File: src/rtl/todt_pkg.sv
// Shared widths, codes, reset values and types of the on/off delay timer.
package todt_pkg;

   localparam int LEVEL_WIDTH = 16;
   localparam int COUNT_WIDTH = 20;
   localparam int CSR_INDEX_WIDTH = 2;
   localparam int CSR_DATA_WIDTH = COUNT_WIDTH;

   localparam logic [LEVEL_WIDTH-1:0] THRESHOLD_RESET = 16'h8000;
   localparam logic [COUNT_WIDTH-1:0] ON_DELAY_RESET = '0;
   localparam logic [COUNT_WIDTH-1:0] OFF_DELAY_RESET = '0;

   // Register map of the configuration port
   typedef enum logic [CSR_INDEX_WIDTH-1:0] {
      CSR_THRESHOLD = 2'd0,
      CSR_ON_DELAY  = 2'd1,
      CSR_OFF_DELAY = 2'd2
   } csr_index_type;

   // Item kinds on the request channel
   typedef enum logic {
      CMD_SAMPLE = 1'b0,
      CMD_TICK   = 1'b1
   } command_type;

   typedef struct packed {
      logic [LEVEL_WIDTH-1:0] threshold;
      logic [COUNT_WIDTH-1:0] on_delay;
      logic [COUNT_WIDTH-1:0] off_delay;
   } cfg_type;

endpackage

File: src/rtl/todt_if.sv
// Valid/ready channel interfaces for requests and responses of the timer.
interface todt_req_if;
   import todt_pkg::*;

   logic                   valid;
   logic                   ready;
   command_type            command;
   logic [LEVEL_WIDTH-1:0] sample;

   modport source (output valid, output command, output sample, input ready);
   modport sink   (input valid, input command, input sample, output ready);
endinterface

interface todt_rsp_if;
   logic valid;
   logic ready;
   logic output_level;

   modport source (output valid, output output_level, input ready);
   modport sink   (input valid, input output_level, output ready);
endinterface

File: src/rtl/todt_csr.sv
// Configuration registers of the timer: threshold, on-delay and off-delay.
module todt_csr (
   input  logic                                   clock,
   input  logic                                   reset,
   input  logic                                   csr_write_enable,
   input  logic [todt_pkg::CSR_INDEX_WIDTH-1:0]   csr_index,
   input  logic [todt_pkg::CSR_DATA_WIDTH-1:0]    csr_write_data,
   output todt_pkg::cfg_type                      cfg
);
   import todt_pkg::*;

   cfg_type cfg_ff;
   cfg_type cfg_in;

   // Decode the write, truncating data to the register width
   always_comb begin
      cfg_in = cfg_ff;
      if (csr_write_enable) begin
         unique case (csr_index_type'(csr_index))
            CSR_THRESHOLD: cfg_in.threshold = csr_write_data[LEVEL_WIDTH-1:0];
            CSR_ON_DELAY:  cfg_in.on_delay  = csr_write_data[COUNT_WIDTH-1:0];
            CSR_OFF_DELAY: cfg_in.off_delay = csr_write_data[COUNT_WIDTH-1:0];
            default:       cfg_in = cfg_ff;
         endcase
      end
   end

   always_ff @(posedge clock) begin
      if (reset) begin
         cfg_ff.threshold <= THRESHOLD_RESET;
         cfg_ff.on_delay  <= ON_DELAY_RESET;
         cfg_ff.off_delay <= OFF_DELAY_RESET;
      end else begin
         cfg_ff <= cfg_in;
      end
   end

   assign cfg = cfg_ff;

endmodule

File: src/rtl/todt_step.sv
// Timer state and its update for one sample or tick.
module todt_step (
   input  logic                              clock,
   input  logic                              reset,
   input  logic                              advance,
   input  todt_pkg::command_type             command,
   input  logic [todt_pkg::LEVEL_WIDTH-1:0]  sample,
   input  todt_pkg::cfg_type                 cfg,
   output logic                              output_level_next
);
   import todt_pkg::*;

   logic                   last_above_ff, last_above_in;
   logic                   on_running_ff, on_running_in;
   logic [COUNT_WIDTH-1:0] on_count_ff, on_count_in;
   logic                   off_running_ff, off_running_in;
   logic [COUNT_WIDTH-1:0] off_count_ff, off_count_in;
   logic                   output_active_ff, output_active_in;
   logic                   above;
   logic                   on_expire;
   logic                   off_expire;

   assign above      = (sample >= cfg.threshold);
   assign on_expire  = (on_count_ff <= COUNT_WIDTH'(1));
   assign off_expire = (off_count_ff <= COUNT_WIDTH'(1));

   // Work out the state after the current item
   always_comb begin
      last_above_in    = last_above_ff;
      on_running_in    = on_running_ff;
      on_count_in      = on_count_ff;
      off_running_in   = off_running_ff;
      off_count_in     = off_count_ff;
      output_active_in = output_active_ff;
      if (command == CMD_TICK) begin
         // Count down the on-delay first, then the off-delay
         if (on_running_ff) begin
            if (on_expire) begin
               on_running_in    = 1'b0;
               on_count_in      = '0;
               output_active_in = 1'b1;
            end else begin
               on_count_in = on_count_ff - COUNT_WIDTH'(1);
            end
         end
         if (off_running_ff) begin
            if (off_expire) begin
               off_running_in   = 1'b0;
               off_count_in     = '0;
               output_active_in = 1'b0;
            end else begin
               off_count_in = off_count_ff - COUNT_WIDTH'(1);
            end
         end
      end else begin
         // Rising crossing drops the off-delay, falling one the on-delay
         if (above && !last_above_ff) begin
            off_running_in = 1'b0;
            if (!output_active_ff && !on_running_ff) begin
               on_running_in = 1'b1;
               on_count_in   = cfg.on_delay;
            end
         end else if (!above && last_above_ff) begin
            on_running_in = 1'b0;
            if (output_active_ff && !off_running_ff) begin
               off_running_in = 1'b1;
               off_count_in   = cfg.off_delay;
            end
         end
         last_above_in = above;
      end
   end

   // Commit the state when the item moves to the response register
   always_ff @(posedge clock) begin
      if (reset) begin
         last_above_ff    <= 1'b0;
         on_running_ff    <= 1'b0;
         on_count_ff      <= '0;
         off_running_ff   <= 1'b0;
         off_count_ff     <= '0;
         output_active_ff <= 1'b0;
      end else if (advance) begin
         last_above_ff    <= last_above_in;
         on_running_ff    <= on_running_in;
         on_count_ff      <= on_count_in;
         off_running_ff   <= off_running_in;
         off_count_ff     <= off_count_in;
         output_active_ff <= output_active_in;
      end
   end

   assign output_level_next = output_active_in;

   // The two delays never run together
   assert property (@(posedge clock) disable iff (reset)
      !(on_running_ff && off_running_ff))
      else $error("on-delay and off-delay running together");

   // A running on-delay implies the output is off, a running off-delay that it is on
   assert property (@(posedge clock) disable iff (reset)
      (!on_running_ff || !output_active_ff) && (!off_running_ff || output_active_ff))
      else $error("delay running against the output level");

   // An expiring on-delay turns the output on
   assert property (@(posedge clock) disable iff (reset)
      (advance && command == CMD_TICK && on_running_ff && on_expire)
      |=> (output_active_ff && !on_running_ff))
      else $error("on-delay expired without turning the output on");

endmodule

File: src/rtl/threshold_on_off_delay_timer_core.sv
// Top level of the threshold on/off delay timer: input and response registers.
// A request is held in the input register and its response in the response register.
// Throughput: one request per cycle unless the response channel stalls; the state update
// is three compares and two 20-bit decrements between the input and response registers.
// Reset: synchronous, active high; clears both pipeline stages and the timer
// state, and loads threshold 32768 with both delays at zero.
module threshold_on_off_delay_timer_core (
   input  logic                                 clock,
   input  logic                                 reset,
   todt_req_if.sink                             req_chan,
   todt_rsp_if.source                           rsp_chan,
   input  logic                                 csr_write_enable,
   input  logic [todt_pkg::CSR_INDEX_WIDTH-1:0] csr_index,
   input  logic [todt_pkg::CSR_DATA_WIDTH-1:0]  csr_write_data
);
   import todt_pkg::*;

   cfg_type                cfg;
   logic                   s1_valid_ff, s1_valid_in;
   command_type            s1_command_ff;
   logic [LEVEL_WIDTH-1:0] s1_sample_ff;
   logic                   rsp_valid_ff, rsp_valid_in;
   logic                   rsp_level_ff;
   logic                   level_next;
   logic                   req_transfer;
   logic                   s1_advance;

   todt_csr u_csr (
      .clock            (clock),
      .reset            (reset),
      .csr_write_enable (csr_write_enable),
      .csr_index        (csr_index),
      .csr_write_data   (csr_write_data),
      .cfg              (cfg)
   );

   todt_step u_step (
      .clock             (clock),
      .reset             (reset),
      .advance           (s1_advance),
      .command           (s1_command_ff),
      .sample            (s1_sample_ff),
      .cfg               (cfg),
      .output_level_next (level_next)
   );

   // Advance the input stage whenever the response register is free or drains
   assign s1_advance     = s1_valid_ff && (!rsp_valid_ff || rsp_chan.ready);
   assign req_chan.ready = !s1_valid_ff || s1_advance;
   assign req_transfer   = req_chan.valid && req_chan.ready;

   assign s1_valid_in  = req_transfer ? 1'b1 : (s1_advance ? 1'b0 : s1_valid_ff);
   assign rsp_valid_in = s1_advance ? 1'b1 : (rsp_chan.ready ? 1'b0 : rsp_valid_ff);

   // Hold valid flags
   always_ff @(posedge clock) begin
      if (reset) begin
         s1_valid_ff  <= 1'b0;
         rsp_valid_ff <= 1'b0;
      end else begin
         s1_valid_ff  <= s1_valid_in;
         rsp_valid_ff <= rsp_valid_in;
      end
   end

   // Capture payloads
   always_ff @(posedge clock) begin
      if (req_transfer) begin
         s1_command_ff <= req_chan.command;
         s1_sample_ff  <= req_chan.sample;
      end
      if (s1_advance) begin
         rsp_level_ff <= level_next;
      end
   end

   assign rsp_chan.valid        = rsp_valid_ff;
   assign rsp_chan.output_level = rsp_level_ff;

   // An item leaving the input stage always lands in the response register
   assert property (@(posedge clock) disable iff (reset)
      s1_advance |=> rsp_valid_ff)
      else $error("advanced item lost before the response register");

   // A stalled input stage keeps its item
   assert property (@(posedge clock) disable iff (reset)
      (s1_valid_ff && !s1_advance) |=> s1_valid_ff)
      else $error("stalled input stage dropped its item");

   // The input stage only stalls behind a full, blocked response register
   assert property (@(posedge clock) disable iff (reset)
      (s1_valid_ff && !s1_advance) |-> (rsp_valid_ff && !rsp_chan.ready))
      else $error("input stage stalled without back-pressure");

endmodule
File: src/flat_wrapper.sv
// flat-port wrapper written by rule: the top's interface ports become plain ports
module threshold_on_off_delay_timer_core_flat import todt_pkg::*;
  (clock, reset, csr_write_enable, csr_index, csr_write_data, req_chan_valid, req_chan_command, req_chan_sample, req_chan_ready, rsp_chan_valid, rsp_chan_output_level, rsp_chan_ready);
  todt_req_if req_chan_i ();
  todt_rsp_if rsp_chan_i ();
  input  logic clock;
  input  logic reset;
  input  logic csr_write_enable;
  input  logic [todt_pkg::CSR_INDEX_WIDTH-1:0] csr_index;
  input  logic [todt_pkg::CSR_DATA_WIDTH-1:0] csr_write_data;
  input wire logic [$bits(req_chan_i.valid)-1:0] req_chan_valid;
  input wire logic [$bits(req_chan_i.command)-1:0] req_chan_command;
  input wire logic [$bits(req_chan_i.sample)-1:0] req_chan_sample;
  output wire logic [$bits(req_chan_i.ready)-1:0] req_chan_ready;
  output wire logic [$bits(rsp_chan_i.valid)-1:0] rsp_chan_valid;
  output wire logic [$bits(rsp_chan_i.output_level)-1:0] rsp_chan_output_level;
  input wire logic [$bits(rsp_chan_i.ready)-1:0] rsp_chan_ready;
  assign req_chan_i.valid = req_chan_valid;
  assign req_chan_i.command = req_chan_command;
  assign req_chan_i.sample = req_chan_sample;
  assign req_chan_ready = req_chan_i.ready;
  assign rsp_chan_valid = rsp_chan_i.valid;
  assign rsp_chan_output_level = rsp_chan_i.output_level;
  assign rsp_chan_i.ready = rsp_chan_ready;
  threshold_on_off_delay_timer_core u_core (.clock(clock), .reset(reset), .req_chan(req_chan_i), .rsp_chan(rsp_chan_i), .csr_write_enable(csr_write_enable), .csr_index(csr_index), .csr_write_data(csr_write_data));
endmodule
File: config.mk
export PLATFORM = sky130hd
export DESIGN_NAME = threshold_on_off_delay_timer_core_flat
export DESIGN_NICKNAME = d
export VERILOG_FILES = /design/src/rtl/todt_pkg.sv /design/src/rtl/todt_if.sv /design/src/rtl/todt_csr.sv /design/src/rtl/todt_step.sv /design/src/rtl/threshold_on_off_delay_timer_core.sv /design/src/flat_wrapper.sv
export SDC_FILE = /design/constraint.sdc
export NUM_CORES = 1
export LEC_CHECK = 0
export BUFFER_PORTS_ARGS = -buffer_cell sky130_fd_sc_hd__buf_2
export CAP_MARGIN = 20
export CORE_MARGIN = 2
export CORE_UTILIZATION = 40
export CTS_BUF_LIST = sky130_fd_sc_hd__clkbuf_16
export DETAILED_ROUTE_END_ITERATION = 8
export PLACE_DENSITY_LB_ADDON = 0.2
export SYNTH_ARGS = -nofsm -noshare
export SYNTH_HDL_FRONTEND = slang
export SYNTH_SLANG_ARGS = --single-unit
File: constraint.sdc
create_clock -name clock -period 6.2 [get_ports clock]
set_clock_uncertainty 0.15 [all_clocks]
set_input_delay 0.62 -clock clock [delete_from_list [all_inputs] [get_ports clock]]
set_output_delay 0.62 -clock clock [all_outputs]
set_load 0.05 [all_outputs]
==> results of run 1 <==
## per-stage QoR
step / worst slack [ns] / std cells / utilization / cell area, µm²
finish: 2.455 / 953 / 0.4728 / 6898
floorplan: 2.942 / 732 / - / 5996
detailed placement: 2.503 / 921 / 0.4322 / 6306
global route: 2.234 / 953 / 0.4728 / 6898
CTS: 2.470 / 953 / 0.4728 / 6898
global placement: 2.560 / 920 / 0.4319 / 6301
## worst max-delay path, cell delays in order, from the launching register on
cell	delay, ns
sky130_fd_sc_hd__edfxtp_1	0.36
sky130_fd_sc_hd__ha_1	0.31
sky130_fd_sc_hd__a21oi_1	0.14
sky130_fd_sc_hd__o21ai_0	0.14
sky130_fd_sc_hd__a221oi_1	0.30
sky130_fd_sc_hd__a21oi_1	0.18
sky130_fd_sc_hd__or2_2	0.33
sky130_fd_sc_hd__ha_1	0.26
sky130_fd_sc_hd__nor3b_2	0.36
sky130_fd_sc_hd__o2111ai_2	0.13
sky130_fd_sc_hd__buf_4	0.27
sky130_fd_sc_hd__or4_1	0.50
sky130_fd_sc_hd__o2111ai_1	0.11
sky130_fd_sc_hd__o21ai_1	0.08
## cell usage in the layout, fill, tap and decap left out, types with 4 or more instances in the layout
master                        n
sky130_fd_sc_hd__a32oi_1      9
sky130_fd_sc_hd__o211ai_1     5
sky130_fd_sc_hd__o31ai_1      5
sky130_fd_sc_hd__nor3_1      18
sky130_fd_sc_hd__ha_1        22
sky130_fd_sc_hd__or4_1        5
sky130_fd_sc_hd__o21ai_0     17
sky130_fd_sc_hd__o22ai_1      4
sky130_fd_sc_hd__a22oi_1      6
sky130_fd_sc_hd__buf_2       47
sky130_fd_sc_hd__dfxtp_1    102
sky130_fd_sc_hd__edfxtp_1    18
sky130_fd_sc_hd__buf_4        6
sky130_fd_sc_hd__clkbuf_16   18
sky130_fd_sc_hd__a211oi_1     7
sky130_fd_sc_hd__nand4_1      8
sky130_fd_sc_hd__nor4_1       9
sky130_fd_sc_hd__nor2_1      39
sky130_fd_sc_hd__clkinv_2     5
sky130_fd_sc_hd__inv_1       33
sky130_fd_sc_hd__nor3b_1     14
sky130_fd_sc_hd__nor2b_1     11
sky130_fd_sc_hd__a21oi_1     97
sky130_fd_sc_hd__nand3_1     13
sky130_fd_sc_hd__nand2_1    149
sky130_fd_sc_hd__a221oi_1     9
sky130_fd_sc_hd__a31oi_1     15
sky130_fd_sc_hd__or3_1        7
sky130_fd_sc_hd__nand3b_1     5
## state kept, by name, indices dropped and copies added (netlist names), 16 cells and up
register and count:
u_core.u_step.on_count_ff 20, u_core.u_step.off_count_ff 20, u_core.u_csr.cfg 56, u_core.s1_sample_ff 16
## cells by family after synthesis
group / count (synthesis) / share of synthesized area
fa+ha+maj: 22 / 0.04591
compound gates: 206 / 0.2164
simple gates: 305 / 0.2519
buf+inv: 78 / 0.05321
mux: 1 / 0.001878
flops: 120 / 0.4307
## cell type report
class	instances	area, µm²	share of cell area
multi-input combinational	534	3100	0.4495
sequential	120	2582	0.3744
clock buffer	18	450.4	0.06530
timing repair buffer	53	280.3	0.04063
tap	184	230.2	0.03338
clock inverter	14	141.4	0.02050
inverter	30	112.6	0.01633
## final timing paths
path | cells past startpoint | end | start | slack, ns
setup / recovery | 13 | u_core.u_step.off_count_ff[13]$_SDFFE_PP0P_ | u_core.s1_sample_ff[5]$_DFFE_PP_ | 2.45
hold / removal | 1 | u_core.s1_sample_ff[15]$_DFFE_PP_ | req_chan_sample[15] | 0.23
setup reg to reg | 13 | u_core.u_step.off_count_ff[13]$_SDFFE_PP0P_ | u_core.s1_sample_ff[5]$_DFFE_PP_ | 2.45
hold reg to reg | 2 | u_core.u_csr.cfg[22]$_SDFFE_PP0P_ | u_core.u_csr.cfg[22]$_SDFFE_PP0P_ | 0.30
## power by group
group	total, W	internal, W	leakage [nW]	switching, W
registers	0.000832	0.000816	1.00	0.0000168
logic	0.000198	0.0000657	1.21	0.000133
clock network	0.000990	0.000644	0.307	0.000347
total	0.00202	0.00152	2.52	0.000496
## metal layers
layer / track usage / up-vias
met2: 0.3322 / 223
li1: - / 2698
met3: 0.05103 / 18
met5: 0 / -
met1: 0.2970 / 2579
met4: 0.06206 / 0
==> tab_implementation.tex, run 1 <==
\begin{tabular}{lr}
\hline
Metric & Value \\
\hline
\multicolumn{2}{l}{\textbf{Final layout}} \\
Area growth syn-to-layout & 15.05\% \\
Antenna diode count & 0 \\
Fraction of layout instances using a drive strength above 1 & 0.1287 \\
Count of filler cells inserted in the layout & 1426 \\
Layout net count & 822 \\
\multicolumn{2}{l}{\textbf{Placed design}} \\
Number of input and output port buffers inserted & 46 \\
Placer's final routability congestion estimate & 0.8643 \\
Detailed Place HPWL & 11690 µm \\
\multicolumn{2}{l}{\textbf{Detailed routing}} \\
Routed WL & 16770 µm \\
Total number of vias & 5518 \\
Residual DRC & 0 \\
WL met1 & 7698 µm \\
Drt first pass iters & 5 \\
Number of routed nets with antenna violations & 0 \\
Routed length per instance & 17.59 µm \\
Via density per instance & 5.790 \\
Iteration-0 DRC count of the detailed router & 429 \\
Wire length on met3 & 1195 µm \\
Met2 Wirelength & 7697 µm \\
Highest routed metal layer & met4 \\
\multicolumn{2}{l}{\textbf{Clock tree}} \\
Count of buffers added by post-CTS timing repair for setup & 0 \\
Hold bufs inserted after CTS & 0 \\
Root buffer selected by CTS & sky130\_fd\_sc\_hd\_\_clkbuf\_16 \\
CTS tree & done \\
Sinks on Clock Net & 120 \\
Total clock buffers created by CTS & 17 \\
Clock transition at the register clock pins on the worst setup and hold paths after CTS & 0.06 ns \\
\# resized after CTS & 0 \\
Clock latency on the worst-skew pair & 0.42 ns \\
Htree depth & 4 \\
Clock Path Buffers & 2 \\
\multicolumn{2}{l}{\textbf{Power and ir drop}} \\
Pwr Total & 0.002021 W \\
Cell Pwr Density & 293.0 mW/mm² \\
Static leakage & 2.524 nW \\
Worst ir drop on vdd & 151.6 µV \\
\multicolumn{2}{l}{\textbf{Worst setup path}} \\
Critical path launch point type & register \\
Category of the worst setup path capture point & register \\
Top fanout value on the critical path & 36 \\
Required arrival time at the worst endpoint & 6.35 ns \\
Type of the setup path with the least slack & register to register \\
Arrival time at the worst endpoint & 3.89 ns \\
\multicolumn{2}{l}{\textbf{Yosys}} \\
Number of enable flip-flop cells after synthesis & 18 \\
Most repeated cell in the gate-level netlist after synthesis & sky130\_fd\_sc\_hd\_\_nand2\_1 \\
Total of flip-flops plus latches after synthesis & 120 \\
Async set or reset register ratio after synthesis & 0 \\
Top cells by count, synth & sky130\_fd\_sc\_hd\_\_nand2\_1, sky130\_fd\_sc\_hd\_\_dfxtp\_1, sky130\_fd\_sc\_hd\_\_a21oi\_1, sky130\_fd\_sc\_hd\_\_nor2\_1, sky130\_fd\_sc\_hd\_\_clkbuf\_1 \\
Synth Flop Type & sky130\_fd\_sc\_hd\_\_dfxtp\_1 \\
Post-synthesis average cell area & 8.191 µm² \\
Largest area contributor in the synthesized netlist & sky130\_fd\_sc\_hd\_\_dfxtp\_1 \\
Count of different cell masters after synthesis & 66 \\
Portion of the post-synthesis area used by sequential elements & 0.4307 \\
Total standard cell area after synthesis & 0.005996 mm² \\
Number of cells produced by synthesis & 732 \\
Biggest area contributors in the synthesized netlist & sky130\_fd\_sc\_hd\_\_dfxtp\_1, sky130\_fd\_sc\_hd\_\_nand2\_1, sky130\_fd\_sc\_hd\_\_edfxtp\_1, sky130\_fd\_sc\_hd\_\_a21oi\_1, sky130\_fd\_sc\_hd\_\_ha\_1 \\
Post-Synthesis Net Count & 798 \\
Area share of the largest cell type after synthesis & 0.3406 \\
Ys Warns & 0 \\
\multicolumn{2}{l}{\textbf{Global routing}} \\
Vias in the first global route & 5224 \\
GRT Total Usage & 0.2138 \\
Global-route wire length before repair & 27190 µm \\
Total congestion overflow after global routing & 0 \\
Pin count of the biggest net entering global routing & 63 \\
Antenna violations before repair & 0 \\
\multicolumn{2}{l}{\textbf{Timing}} \\
Total of endpoints with negative setup slack in the final report & 0 \\
RSZ-0062 raised after global routing & false \\
Maximum frequency from static timing analysis & 267.0 MHz \\
Slew headroom & 0.3752 \\
Clock period minus final worst setup slack & 3.746 ns \\
Sum of negative setup slack & 0 ns \\
Tightest Pin Transition & 0.9371 ns \\
Worst hold slack & 0.2279 ns \\
Share of the cycle needed by the critical path after routing & 0.6041 \\
Number of endpoints with negative hold slack in the final report & 0 \\
Count of final max-slew check failures & 0 \\
\multicolumn{2}{l}{\textbf{Die}} \\
Initial cell density of the core & 0.4110 \\
Height of the die & 126.4 µm \\
Core region area & 0.01459 mm² \\
Ports placed on the boundary & 47 \\
Area of the die & 0.01598 mm² \\
Standard-cell row count & 44 \\
Die extent in x & 126.4 µm \\
\multicolumn{2}{l}{\textbf{Run status}} \\
Outcome & completed \\
\multicolumn{2}{l}{\textbf{Run}} \\
Max Cap Violations & 0 \\
\multicolumn{2}{l}{\textbf{Min path}} \\
Type of the worst min-delay path & primary input to register \\
\hline
\end{tabular}
Note: power is estimated with default switching activity, not from simulation.
==> run 2, diff against run 1 <==
==> constraint.sdc (replaced) <==
create_clock -name clock -period 3.7 [get_ports clock]
set_clock_uncertainty 0.15 [all_clocks]
set_input_delay 0.37 -clock clock [delete_from_list [all_inputs] [get_ports clock]]
set_output_delay 0.37 -clock clock [all_outputs]
set_load 0.05 [all_outputs]
==> tab_implementation.tex, run 2 (synthesis results as in run 1) <==
\begin{tabular}{lr}
\hline
Metric & Value \\
\hline
\multicolumn{2}{l}{\textbf{Detailed routing}} \\
Total number of vias & 5661 (was 5518) \\
Number of routed nets with antenna violations & 0 (unchanged) \\
Residual DRC & 0 (unchanged) \\
Routed WL & 17110 µm (was 16770 µm) \\
Iteration-0 DRC count of the detailed router & 390 (was 429) \\
Drt first pass iters & 7 (was 5) \\
Via density per instance & 5.800 (was 5.790) \\
Routed length per instance & 17.53 µm (was 17.59 µm) \\
\multicolumn{2}{l}{\textbf{Clock tree}} \\
CTS tree & done (unchanged) \\
Htree depth & 4 (unchanged) \\
Clock transition at the register clock pins on the worst setup and hold paths after CTS & 0.06 ns (about the same) \\
Clock Path Buffers & 2 (unchanged) \\
Root buffer selected by CTS & sky130\_fd\_sc\_hd\_\_clkbuf\_16 (unchanged) \\
Total clock buffers created by CTS & 17 (unchanged) \\
Sinks on Clock Net & 120 (unchanged) \\
Clock latency on the worst-skew pair & 0.42 ns (about the same) \\
\multicolumn{2}{l}{\textbf{Placed design}} \\
Number of input and output port buffers inserted & 46 (unchanged) \\
Detailed Place HPWL & 11640 µm (was 11690 µm) \\
Placer's final routability congestion estimate & 0.8635 (was 0.8643) \\
\multicolumn{2}{l}{\textbf{Timing}} \\
Maximum frequency from static timing analysis & 283.1 MHz (was 267.0 MHz) \\
Sum of negative setup slack & 0 ns (unchanged) \\
Clock period minus final worst setup slack & 3.533 ns (was 3.746 ns) \\
Count of final max-slew check failures & 0 (unchanged) \\
Share of the cycle needed by the critical path after routing & 0.9548 (was 0.6041) \\
Slew headroom & 0.3830 (was 0.3752) \\
Tightest Pin Transition & 0.9256 ns (was 0.9371 ns) \\
Worst hold slack & 0.02357 ns (was 0.2279 ns) \\
Total of endpoints with negative setup slack in the final report & 0 (unchanged) \\
Number of endpoints with negative hold slack in the final report & 0 (unchanged) \\
RSZ-0062 raised after global routing & false (unchanged) \\
\multicolumn{2}{l}{\textbf{Global routing}} \\
Met1 global-route usage & 0.2858 (was 0.2970) \\
Most heavily used metal layer in global routing & met2 (unchanged) \\
Pin count of the biggest net entering global routing & 67 (was 63) \\
Antenna violations before repair & 0 (unchanged) \\
Global-route wire length before repair & 27520 µm (was 27190 µm) \\
Total congestion overflow after global routing & 0 (unchanged) \\
Met3 Use GR & 0.04639 (was 0.05103) \\
Vias in the first global route & 5419 (was 5224) \\
GR Util met2 & 0.3517 (was 0.3322) \\
GRT Total Usage & 0.2168 (was 0.2138) \\
\multicolumn{2}{l}{\textbf{Final layout}} \\
Area growth syn-to-layout & 19.70\% (was 15.05\%) \\
Antenna diode count & 0 (unchanged) \\
Most common library cell in the layout ignoring fill and taps & sky130\_fd\_sc\_hd\_\_nand2\_1 (unchanged) \\
Max reg flops & 56 (unchanged) \\
Commonest non-fill, non-tap cells in the layout & sky130\_fd\_sc\_hd\_\_nand2\_1, sky130\_fd\_sc\_hd\_\_dfxtp\_1, sky130\_fd\_sc\_hd\_\_a21oi\_1, sky130\_fd\_sc\_hd\_\_buf\_2, sky130\_fd\_sc\_hd\_\_nor2\_1 (unchanged) \\
Fraction of layout instances using a drive strength above 1 & 0.1376 (was 0.1287) \\
Layout net count & 845 (was 822) \\
\multicolumn{2}{l}{\textbf{Die}} \\
Height of the die & 126.4 µm (unchanged) \\
Area of the die & 0.01598 mm² (unchanged) \\
Die extent in x & 126.4 µm (unchanged) \\
Core region area & 0.01459 mm² (unchanged) \\
Initial cell density of the core & 0.4110 (unchanged) \\
Ports placed on the boundary & 47 (unchanged) \\
Standard-cell row count & 44 (unchanged) \\
\multicolumn{2}{l}{\textbf{Worst setup path}} \\
Required arrival time at the worst endpoint & 3.84 ns (was 6.35 ns) \\
Type of the setup path with the least slack & register to register (unchanged) \\
Top fanout value on the critical path & 8 (was 36) \\
Critical path launch point type & register (unchanged) \\
Arrival time at the worst endpoint & 3.68 ns (was 3.89 ns) \\
Category of the worst setup path capture point & register (unchanged) \\
\multicolumn{2}{l}{\textbf{Power and ir drop}} \\
Static leakage & 2.636 nW (was 2.524 nW) \\
Sw Pwr & 0.0008667 W (was 0.0004959 W) \\
Cell internal pwr & 0.002583 W (was 0.001525 W) \\
Sw frac & 0.2513 (was 0.2454) \\
Worst ir drop on vdd & 285.1 µV (was 151.6 µV) \\
Clock network fraction of design power & 0.492 (was 0.490) \\
Cell Pwr Density & 480.6 mW/mm² (was 293.0 mW/mm²) \\
Share of total power in combinational logic & 0.104 (was 0.098) \\
Sequential cell fraction of total power & 0.403 (was 0.412) \\
\multicolumn{2}{l}{\textbf{Run}} \\
Max Cap Violations & 0 (unchanged) \\
\multicolumn{2}{l}{\textbf{Min path}} \\
Type of the worst min-delay path & primary input to register (unchanged) \\
\multicolumn{2}{l}{\textbf{Run status}} \\
Outcome & completed (unchanged) \\
\hline
\end{tabular}
-- run 2: final cells by class --
cell class	instances	area (µm²)
clock inverters	14	156.4
clock buffers	18	450.4
multi-input cells	534	3131
well taps	184	230.2
repair buffers	76	514.2
fillers	1374	7412
inverters	30	112.6
flip-flops and latches	120	2582
-- run 2: power groups by stage --
stage	Clock, W	Sequential, W	Combinational [W]
2_1_floorplan	0	0.00141	0.000228
3_3_place_gp	0	0.00142	0.000331
5_1_grt	0.00179	0.00140	0.000396
6_report	0.00170	0.00139	0.000359
3_5_place_dp	0	0.00142	0.000335
4_1_cts	0.00172	0.00139	0.000352
-- run 2: through the flow --
step                instances  setup WS (ns)  utilization  instance area (µm²)  power [W]
floorplan                 732         0.4423            -                 5996   0.001640
global placement          925         0.1261       0.4353                 6351   0.001749
detailed placement        925        0.07726       0.4353                 6351   0.001754
CTS                       974        0.04262       0.4886                 7128   0.003462
global route              976       0.004321       0.4919                 7177   0.003578
finish                    976         0.1671       0.4919                 7177   0.003449
-- run 2: metal layers --
metal / vias up / routed length (µm)
met1: 2699 / 7636
met5: - / 0
met3: 26 / 1041
met4: 0 / 414
met2: 192 / 8013
li1: 2744 / -
-- run 2: critical path: stages, from the launching register on --
cell and delay, ns:
sky130_fd_sc_hd__edfxtp_1 0.39, sky130_fd_sc_hd__ha_1 0.35, sky130_fd_sc_hd__a21oi_1 0.16, sky130_fd_sc_hd__nand2_1 0.07, sky130_fd_sc_hd__a221oi_1 0.36, sky130_fd_sc_hd__a21oi_2 0.15, sky130_fd_sc_hd__or2_2 0.32, sky130_fd_sc_hd__ha_2 0.22
sky130_fd_sc_hd__nor3b_4 0.32, sky130_fd_sc_hd__o2111ai_4 0.23, sky130_fd_sc_hd__or4_1 0.51, sky130_fd_sc_hd__nand3_1 0.10, sky130_fd_sc_hd__o22ai_1 0.09
-- run 2: worst paths after layout --
| check | startpoint | endpoint | slack [ns] | depth (start not counted) |
|---|---|---|---|---|
| min | req_chan_valid | u_core.s1_valid_ff$_SDFFE_PP0P_ | 0.02 | 3 |
| min reg2reg | u_core.u_csr.cfg[41]$_SDFFE_PP0P_ | u_core.u_csr.cfg[41]$_SDFFE_PP0P_ | 0.30 | 2 |
| max reg2reg | u_core.s1_sample_ff[10]$_DFFE_PP_ | u_core.u_step.off_count_ff[19]$_SDFFE_PP0P_ | 0.17 | 12 |
| max | u_core.s1_sample_ff[10]$_DFFE_PP_ | u_core.u_step.off_count_ff[19]$_SDFFE_PP0P_ | 0.17 | 12 |
-- run 2: what timing repair did --
item                                    CTS  global route
hold buffers                             17             0
endpoints found under the hold margin    17             0
endpoints found under the setup margin    0            24
gates resized for setup                   0             6
buffers inserted                          0             2
